<file path="config.mk">
export PLATFORM = sky130hd
export DESIGN_NAME = cce_front
export DESIGN_NICKNAME = d
export VERILOG_FILES = /design/src/rtl/cce_pkg.sv /design/src/rtl/cce_front.sv
export SDC_FILE = /design/constraint.sdc
export NUM_CORES = 1
export LEC_CHECK = 0
export ABC_AREA = 1
export BUFFER_PORTS_ARGS = -buffer_cell sky130_fd_sc_hd__buf_2
export CAP_MARGIN = 20
export CORE_ASPECT_RATIO = 1.5
export CORE_MARGIN = 10
export CORE_UTILIZATION = 55
export DETAILED_ROUTE_END_ITERATION = 10
export PLACE_DENSITY = 0.83
export SYNTH_ARGS = -nofsm -noshare
export SYNTH_HDL_FRONTEND = slang
export SYNTH_SLANG_ARGS = --single-unit
</file>
<file path="constraint.sdc">
create_clock -name clk -period 6 [get_ports clk]
set_input_delay 0.6 -clock clk [delete_from_list [all_inputs] [get_ports clk]]
set_output_delay 0.6 -clock clk [all_outputs]
set_load 0.02 [all_outputs]
</file>
<file path="src/rtl/cce_pkg.sv">
// Package for the character canvas edit engine: command codes, the queued
// command struct and shared constants. No dependencies.
package cce_pkg;

  typedef enum logic [2:0] {
    REQ_BEGIN   = 3'd0,
    REQ_KEY     = 3'd1,
    REQ_MOVE    = 3'd2,
    REQ_REPLACE = 3'd3,
    REQ_UNDO    = 3'd4,
    REQ_CLEAR   = 3'd5,
    REQ_WRITE   = 3'd6,
    REQ_READ    = 3'd7
  } req_t;

  localparam logic [7:0] BLANK       = 8'h20;
  localparam logic [7:0] ARROW_UP    = 8'd72;
  localparam logic [7:0] ARROW_LEFT  = 8'd75;
  localparam logic [7:0] ARROW_RIGHT = 8'd77;
  localparam logic [7:0] ARROW_DOWN  = 8'd80;
  localparam logic [7:0] PRINT_LOW   = 8'd31;
  localparam logic [7:0] PRINT_HIGH  = 8'd127;

  // One classified command as it travels from front to back.
  typedef struct packed {
    req_t        req;
    logic [7:0]  key_code;
    logic        key_special;
    logic [7:0]  row_shift;
    logic [7:0]  col_shift;
    logic [7:0]  old_char;
    logic [7:0]  new_char;
    logic [4:0]  cell_row;
    logic [6:0]  cell_col;
    logic [7:0]  cell_data;
    logic        addr_ok;
  } cmd_t;

endpackage

</file>
<file path="src/rtl/cce_front.sv">
// Front end: accepts input items, checks cell addresses and pushes
// commands into a two-entry queue. Depends on cce_pkg.
module cce_front
  import cce_pkg::*;
#(
  parameter int ROWS = 22,
  parameter int COLS = 80
) (
  input  logic       clk,
  input  logic       rst_n,
  input  logic       in_valid,
  output logic       in_ready,
  input  logic [2:0] in_req_type,
  input  logic [7:0] in_key_code,
  input  logic       in_key_special,
  input  logic [7:0] in_row_shift,
  input  logic [7:0] in_col_shift,
  input  logic [7:0] in_old_char,
  input  logic [7:0] in_new_char,
  input  logic [4:0] in_cell_row,
  input  logic [6:0] in_cell_col,
  input  logic [7:0] in_cell_data,
  output logic       q_valid,
  input  logic       q_pop,
  output cmd_t       q_cmd
);
  cmd_t q_r [2];
  logic [1:0] cnt_r, cnt_nxt;
  logic       rd_r, rd_nxt, wr_r, wr_nxt;
  logic       push;
  cmd_t       c;

  always_comb begin
    c.req         = req_t'(in_req_type);
    c.key_code    = in_key_code;
    c.key_special = in_key_special;
    c.row_shift   = in_row_shift;
    c.col_shift   = in_col_shift;
    c.old_char    = in_old_char;
    c.new_char    = in_new_char;
    c.cell_row    = in_cell_row;
    c.cell_col    = in_cell_col;
    c.cell_data   = in_cell_data;
    c.addr_ok     = ({27'd0, in_cell_row} < ROWS) && ({25'd0, in_cell_col} < COLS);
  end

  assign in_ready = (cnt_r != 2'd2);
  assign push     = in_valid && in_ready;
  assign q_valid  = (cnt_r != 2'd0);
  assign q_cmd    = q_r[rd_r];

  always_comb begin
    cnt_nxt = cnt_r + {1'b0, push} - {1'b0, q_pop};
    rd_nxt  = rd_r ^ q_pop;
    wr_nxt  = wr_r ^ push;
  end

  always_ff @(posedge clk) begin
    if (!rst_n) begin
      cnt_r <= '0;
      rd_r  <= 1'b0;
      wr_r  <= 1'b0;
    end else begin
      cnt_r <= cnt_nxt;
      rd_r  <= rd_nxt;
      wr_r  <= wr_nxt;
    end
    if (push) begin
      q_r[wr_r] <= c;
    end
  end

  a_cnt_max: assert property (@(posedge clk) disable iff (!rst_n) cnt_r <= 2'd2)
    else $error("queue count overflow");
  a_no_pop_empty: assert property (@(posedge clk) disable iff (!rst_n)
    q_pop |-> cnt_r != 2'd0) else $error("pop from empty queue");
  a_full_stall: assert property (@(posedge clk) disable iff (!rst_n)
    cnt_r == 2'd2 |-> !in_ready) else $error("ready while full");
endmodule

</file>
-- Word level (Yosys, flattened, before mapping)
Memory sizes are Yosys's and may differ from the RTL's. A register that Yosys moved wholly into a read port is not among the register bits.
Index checks and enable logic that the tools add are counted.
Widths: inputs -> output; s select.
- muxes and demuxes: 3
- bitwise gates (word level): 2
- $lt $le $gt $ge: 2
- $add $sub $neg: 2
- reductions and logical operators: 3
- eq/ne operators: 1
- operators with widths (cell ; count):
    $lt 7x7->1 const B ; 1
    $lt 5x5->1 const B ; 1
    $mux 1 ; 3
    $add 2x1->2 ; 1
    $logic_and 1x1->1 ; 2
    $ne 2x2->1 const B ; 1
    $reduce_bool 2->1 ; 1
    $sub 2x1->2 ; 1
    $xor 1x1->1 ; 2
- output and inout bits: 67
- register bits: 4
- memory bits (writable): 130
- memories: 1
- logic and storage cells: 17
- input port bits: 68
- memory list (memory ; depth ; width ; read ports ; clocked after Yosys merged registers in ; write ports ; line ; source):
    q_r ; 2 ; 65 ; 1 ; 1 ; 1 ; cce_front.sv:27 ; cmd_t q_r [2];

-- Longest topological paths before layout
Gate-level depths: netlist of run 1.
- depth in word-level cells: 4
- mapped depth: 11
- mapped depth without buffers: 11

-- Worst setup path before layout of run 1
Ideal clock, no wire load.
- path type: input to register
- start: input in_valid
- end: memory q_r[1][0] in the netlist's numbering, enable pin
- path buffers: 0
- data required time: 5.511 ns
- slack: 2.058 ns
- data arrival time: 3.453 ns
- cell stages on the path: 2
- setup time: 0.489 ns
- cell sequence: nand2_1 -> nor2_1
- longest elaborated chain between the ends: 3
- ends and longest elaborated chain (element ; line ; source):
    start: declaration ; cce_front.sv:11 ; input logic in_valid,
    $logic_and 1x1->1 ; cce_front.sv:48 ; assign push = in_valid && in_ready;
    $mux 1 ; cce_front.sv:68 ; if (push) begin
    $mux 1 (implied by the code) ; cce_front.sv:69 ; q_r[wr_r] <= c;
    end: declaration ; cce_front.sv:27 ;
Every way passes these cells.

==> results of run 1 <==
[sequential cells by signal, summed over array words and instances, names as in the netlist, named ones only]
name,count
rd_r,1
q_r,130
wr_r,1
cnt_r,2
[worst max path at each step]
stage | start | to | slack [ns] | cells past startpoint
after detailed placement | in_valid | q_r[1][16]$_DFFE_PP_ | 3.43 | 4
after floorplan | in_valid | q_r[1][0]$_DFFE_PP_ | 2.06 | 2
final | flip-flop | q_cmd[0] | 3.44 | 3
after global placement | in_valid | q_r[1][16]$_DFFE_PP_ | 3.47 | 4
after CTS | flip-flop | q_cmd[12] | 3.23 | 2
after global routing | flip-flop | q_cmd[0] | 3.35 | 3
[placed cells by master (no fill, tap or decap), drive strengths merged, types with 3 or more instances in the layout]
| cell type | count |
|---|---|
| buf | 136 |
| edfxtp | 130 |
| mux2 | 65 |
| clkbuf | 20 |
| nand2 | 10 |
| inv | 9 |
| clkinv | 6 |
| nor2 | 5 |
| dfxtp | 5 |
| clkinvlp | 3 |
[logic make-up (layout without fill, tap and decap cells)]
group           count (synthesis)  in the layout  share of synthesized area
xor+xnor                        2              2                    0.00340
simple gates                   16             16                     0.0119
fa+ha+maj                       2              2                    0.00486
mux                            65             65                      0.179
compound gates                  3              3                    0.00292
flops                         135            135                      0.778
buf+inv                        16            176                     0.0207
other cells                     0              1                          0
[metrics by stage]
stage / total power [uW] / utilization / worst slack, ns / hold WS, ns / instances
5_1_grt: 2600 / 0.706 / 3.35 / 0.360 / 512
2_1_floorplan: 1460 / - / 2.06 / 0.471 / 239
3_3_place_gp: 1570 / 0.643 / 3.47 / 0.485 / 479
4_1_cts: 2530 / 0.703 / 3.23 / 0.361 / 510
6_report: 2510 / 0.706 / 3.44 / 0.380 / 512
3_5_place_dp: 1590 / 0.643 / 3.43 / 0.519 / 479
[layout make-up]
cell class | instances | share of cell area
flip-flops and latches | 135 | 0.617
inverters | 9 | 0.00520
clock inverters | 11 | 0.0168
repair buffers | 136 | 0.109
multi-input cells | 88 | 0.163
diodes | 1 | 0.000385
clock buffers | 20 | 0.0672
well taps | 112 | 0.0216
[power by group through the flow]
stage | logic (uW) | registers [uW] | clock network, uW
after floorplan | 272 | 1180 | 0
after global placement | 369 | 1200 | 0
after detailed placement | 377 | 1210 | 0
after CTS | 380 | 1190 | 959
after global routing | 413 | 1190 | 998
final | 386 | 1180 | 944
[routing by layer]
metal  wire length (um)  global-route usage  part of all wire  up-vias
li1                   -                   -                 -     1223
met2               5280               0.233              0.55       90
met3                665              0.0618             0.070       18
met4                275              0.0787             0.029        0
met1               3340               0.134              0.35     1284
met5                  0                   0                 0        -
[critical path, stage by stage, from the launching register on]
cell	delay, ns
dfxtp_4	0.69
buf_16	0.30
mux2_2	0.37
buf_2	0.16
==> metrics.md, run 1 <==
| Metric | Value |
|---|---|
| Final Hold Viols | 0 |
| Comb pwr share | 0.154 |
| Register area | 4010 um^2 |
| FILL cells | 617 |
| Fin area | 6490 um^2 |
| Pwr Density | 386 nW/um^2 |
| First-pass GRT wire length | 14400 um |
| Endpoint class of the critical path | output pin |
| Fmax achieved | 391 MHz |
| RSZ-0062 raised after global routing | no |
| Distinct cell type count after synthesis | 14 |
| Hpwl dp | 6480 um |
| Total gr overflow | 0 |
| CTS Buffer Depth | 2 |
| Commonest cells in the netlist | 130 x edfxtp_1, 50 x mux2_4, 15 x mux2_2, 10 x nand2_1, 9 x inv_1 |
| Leakage power | 0.00259 uW |
| Period utilization | 0.426 |
| Worst hold path depth | 1 |
| Final Max Tran Viols | 0 |
| Cell area after placement | 5920 um^2 |
| Die Width | 99 um |
| Required time of the critical path | 5.40 ns |
| Psw | 596 uW |
| Cell-internal power | 1910 uW |
| Synth area leaders | edfxtp_1 76%, mux2_4 15%, mux2_2 3.3% |
| Register area share after synthesis | 0.778 |
| Async set-reset flop share out of synthesis | 0 |
| Area leader, netlist | edfxtp_1 |
| Vias | 2615 |
| Rel. slew slack | 0.314 |
| I/O pins | 135 |
| Root Driver | clkbuf_16 |
| Core area | 9200 um^2 |
| WL/cell | 18.7 um |
| Fin nets | 457 |
| Post-CTS Hold Fix Bufs | 0 |
| Multi-input logic area | 1060 um^2 |
| Clk_lat worst skew | 0.41 ns |
| Clock power frac | 0.377 |
| Layout cells sized above 1 | 0.574 |
| Most used DFF post-synth | edfxtp_1 |
| First drt pass iteration count | 4 |
| DRC Markers | 0 |
| Seq pwr share | 0.469 |
| Die height | 138 um |
| Total Routed Length | 9570 um |
| Vias in the first global route | 2793 |
| Peak supply drop | 0.000294 V |
| Setup slack, reg-to-reg | 3.65 ns |
| Die Area | 13700 um^2 |
| Reg-to-reg startpoint | cnt_r[0]$_SDFF_PN0_ |
| ANT nets after route | 0 |
| Reg clk slew, reported paths | 0.06 ns |
| R2r endpoint | q_r[1][48]$_DFFE_PP_ |
| Worst hold start | in_req_type[0] |
| Htree depth | 4 |
| Vias per cell | 5.11 |
| Net Sw Frac | 0.238 |
| Syn_nets | 309 |
| Crit path time final | 2.56 ns |
| TritonCTS clock tree | yes |
| Resized cells post-CTS | 0 |
| Top cell type's share of synthesized area | 0.758 |
| GPL Wtd Cong | 0.748 |
| Outcome | completed |
| Worst-Margin Slew | 1.03 ns |
| Min-Delay Path Class | in2reg |
| Critical path type | reg2out |
| Synth-to-Final Area Change | 26.1% |
| Initial antenna violation count | 1 |
| Number of synthesized flops with an enable pin | 130 |
| Port Buffer Count | 134 |
| Clock sinks | 135 |
| Clock Skew | 0.00849 ns |
| Ys Warns | 0 |
| Most common cell in the netlist | edfxtp_1 |
| Cell Rows | 43 |
| Worst r2r path cells | 5 |
| Tot GR Track Use | 0.138 |
| Post-Syn Area | 5150 um^2 |
| Initial core utilization | 0.560 |
| WHS Endpoint | q_r[0][62]$_DFFE_PP_ |
| Starting DRT DRC Count | 139 |
| Crit-path max FO | 35 |
| Clock buffer count from CTS | 17 |
| Max Cap Viol | 0 |
| Setup TNS | 0 ns |
| CP arrival | 1.96 ns |
| Yosys reg bits | 135 |
| Mean post-synth cell area | 21.5 um^2 |
| Post-synthesis cell count | 239 |
| CP Launch Type | flip-flop |
| Largest net degree at the start of global routing | 66 |
| Postcts setup bufs | 0 |
| Setup violators final | 0 |
Note: power is estimated with default switching activity, not from simulation.
==> run 2: changes to the inputs <==
- CORE_UTILIZATION: 55 -> 47
- PLACE_DENSITY: 0.83 -> 0.75
- clock period: 6 -> 2.25 ns (I/O delays scaled with it)
==> run 2 against run 1 <==
Against the previous run: design area rose by 7.0%; die area grew 14%; critical endpoint is now q_cmd[5]; combinational power rose to 2.9 times the previous value; largest cell class unchanged; largest power group unchanged; wire length is 9.8% higher.
==> metrics.md, run 2 (same netlist as run 1, synthesis figures left out) <==
| Metric | Value |
|---|---|
| Setup violators final | 0 |
| Pwr Total | 6660 uW |
| Die Width | 105 um |
| Starting DRT DRC Count | 114 |
| First drt pass iteration count | 4 |
| Core area | 10600 um^2 |
| GPL Wtd Cong | 0.694 |
| Pwr Density | 959 nW/um^2 |
| CP arrival | 1.75 ns |
| Most frequent cells in the layout | 134 x buf_2, 130 x edfxtp_1, 50 x mux2_4, 40 x dlygate4sd3_1, 17 x clkbuf_16 |
| Tot GR Track Use | 0.139 |
| Root Driver | clkbuf_16 |
| WL/cell | 17.9 um |
| I/O pins | 135 |
| Pre-CTS setup slack | 0.554 ns |
| N_diodes | 0 |
| Worst-Margin Slew | 0.468 ns |
| Peak supply drop | 0.000660 V |
| Resized cells post-CTS | 0 |
| Hpwl dp | 6930 um |
| Cell Rows | 46 |
| FILL cells | 750 |
| Clock buffer count from CTS | 17 |
| Layout cells sized above 1 | 0.524 |
| Die height | 148 um |
| Clock Skew | 0.00777 ns |
| Rel. slew slack | 0.688 |
| Vias per cell | 4.70 |
| Total Routed Length | 10500 um |
| Required time of the critical path | 2.03 ns |
| Largest net degree at the start of global routing | 66 |
| Fmax achieved | 506 MHz |
| Vias | 2760 |
| Reg clk slew, reported paths | 0.05 ns |
| RSZ-0062 raised after global routing | no |
| Regs by FF count | q_r x130, cnt_r x2 |
| Min-Delay Path Class | in2reg |
| Initial antenna violation count | 0 |
| ANT nets after route | 0 |
| Worst setup margin | 0.274 ns |
| Setup TNS | 0 ns |
| Endpoint class of the critical path | output pin |
| Register area | 4010 um^2 |
| Largest Register | q_r |
| Max reg flops | 130 |
| Period utilization | 0.878 |
| Synth-to-Final Area Change | 35.0% |
| Port Buffer Count | 134 |
| CP Launch Type | flip-flop |
| TritonCTS clock tree | yes |
| Total gr overflow | 0 |
| Clk_lat worst skew | 0.40 ns |
| Crit path time final | 1.98 ns |
| Clock sinks | 135 |
| Fin nets | 500 |
| Vias in the first global route | 3091 |
| Critical path type | reg2out |
| Initial core utilization | 0.484 |
| Comb pwr share | 0.167 |
| Outcome | completed |
| Commonest non-fill, non-tap cell in the layout | buf_2 |
| Final Max Tran Viols | 0 |
| Crit-path max FO | 26 |
| Final Hold Viols | 0 |
| Max Cap Viol | 0 |
| Seq pwr share | 0.469 |
| Clock power frac | 0.364 |
| Net Sw Frac | 0.245 |
| Cell-internal power | 5030 uW |
| Psw | 1630 uW |
| Die Area | 15600 um^2 |
| DRC Markers | 0 |
| CTS Buffer Depth | 2 |
| Htree depth | 4 |
| Leakage power | 0.00278 uW |
| First-pass GRT wire length | 16700 um |
| Multi-input logic area | 1060 um^2 |
## run 2: changes by cell type in the layout (fill, tap and decap cells not counted), sizes merged
cell         previous run  this run
clkinv                  6        10
bufinv                  2         1
clkinvlp                3         1
buf                   136       139
diode                   1         0
dlygate4sd3             0        40
## run 2: final cells by class
| class | count | share of cell area |
|---|---|---|
| clock buffer | 20 | 0.0628 |
| clock inverter | 12 | 0.0124 |
| timing repair buffer | 179 | 0.165 |
| inverter | 9 | 0.00486 |
| multi-input combinational | 88 | 0.152 |
| tap | 144 | 0.0259 |
| sequential | 135 | 0.577 |
## run 2: final timing paths
check	from	end	slack (ns)	cells past startpoint
setup / recovery	flip-flop	q_cmd[5]	0.27	3
hold / removal	in_cell_data[2]	q_r[1][3]$_DFFE_PP_	0.02	1
setup reg to reg	cnt_r[0]$_SDFF_PN0_	q_r[0][55]$_DFFE_PP_	0.56	6
hold reg to reg	rd_r$_SDFF_PN0_	flip-flop	0.50	2
## run 2: worst max-delay path: stages (launching register included)
cell and delay [ns]:
dfxtp_4 0.54, buf_12 0.26, mux2_2 0.37, buf_2 0.16
## run 2: power by group through the flow
stage | sequential [uW] | clock (uW) | combinational (uW)
finish | 3130 | 2420 | 1110
global route | 3150 | 2590 | 1200
CTS | 3130 | 2480 | 1130
detailed placement | 3180 | 0 | 1070
global placement | 3160 | 0 | 1060
floorplan | 3140 | 0 | 730
## run 2: stage by stage
step | std cells | hold WS (ns) | utilization | cell area [um^2]
6_report | 587 | 0.0178 | 0.653 | 6950
5_1_grt | 587 | 0.000710 | 0.653 | 6950
4_1_cts | 585 | 0.000845 | 0.651 | 6930
3_5_place_dp | 515 | 0.417 | 0.566 | 6030
3_3_place_gp | 515 | 0.412 | 0.566 | 6030
2_1_floorplan | 239 | 0.318 | - | 5160
## run 2: metal layers
layer  wire [um]  up-vias  track usage
met4         192        0       0.0661
met1        3840     1349        0.140
li1            -     1308            -
met2        5890       88        0.249
met3         583       15       0.0489
met5           0        -            0
## run 2: timing repair
item | CTS | global route
endpoints found under the hold margin | 72 | 4
setup buffers | 0 | 0
hold buffers | 38 | 2
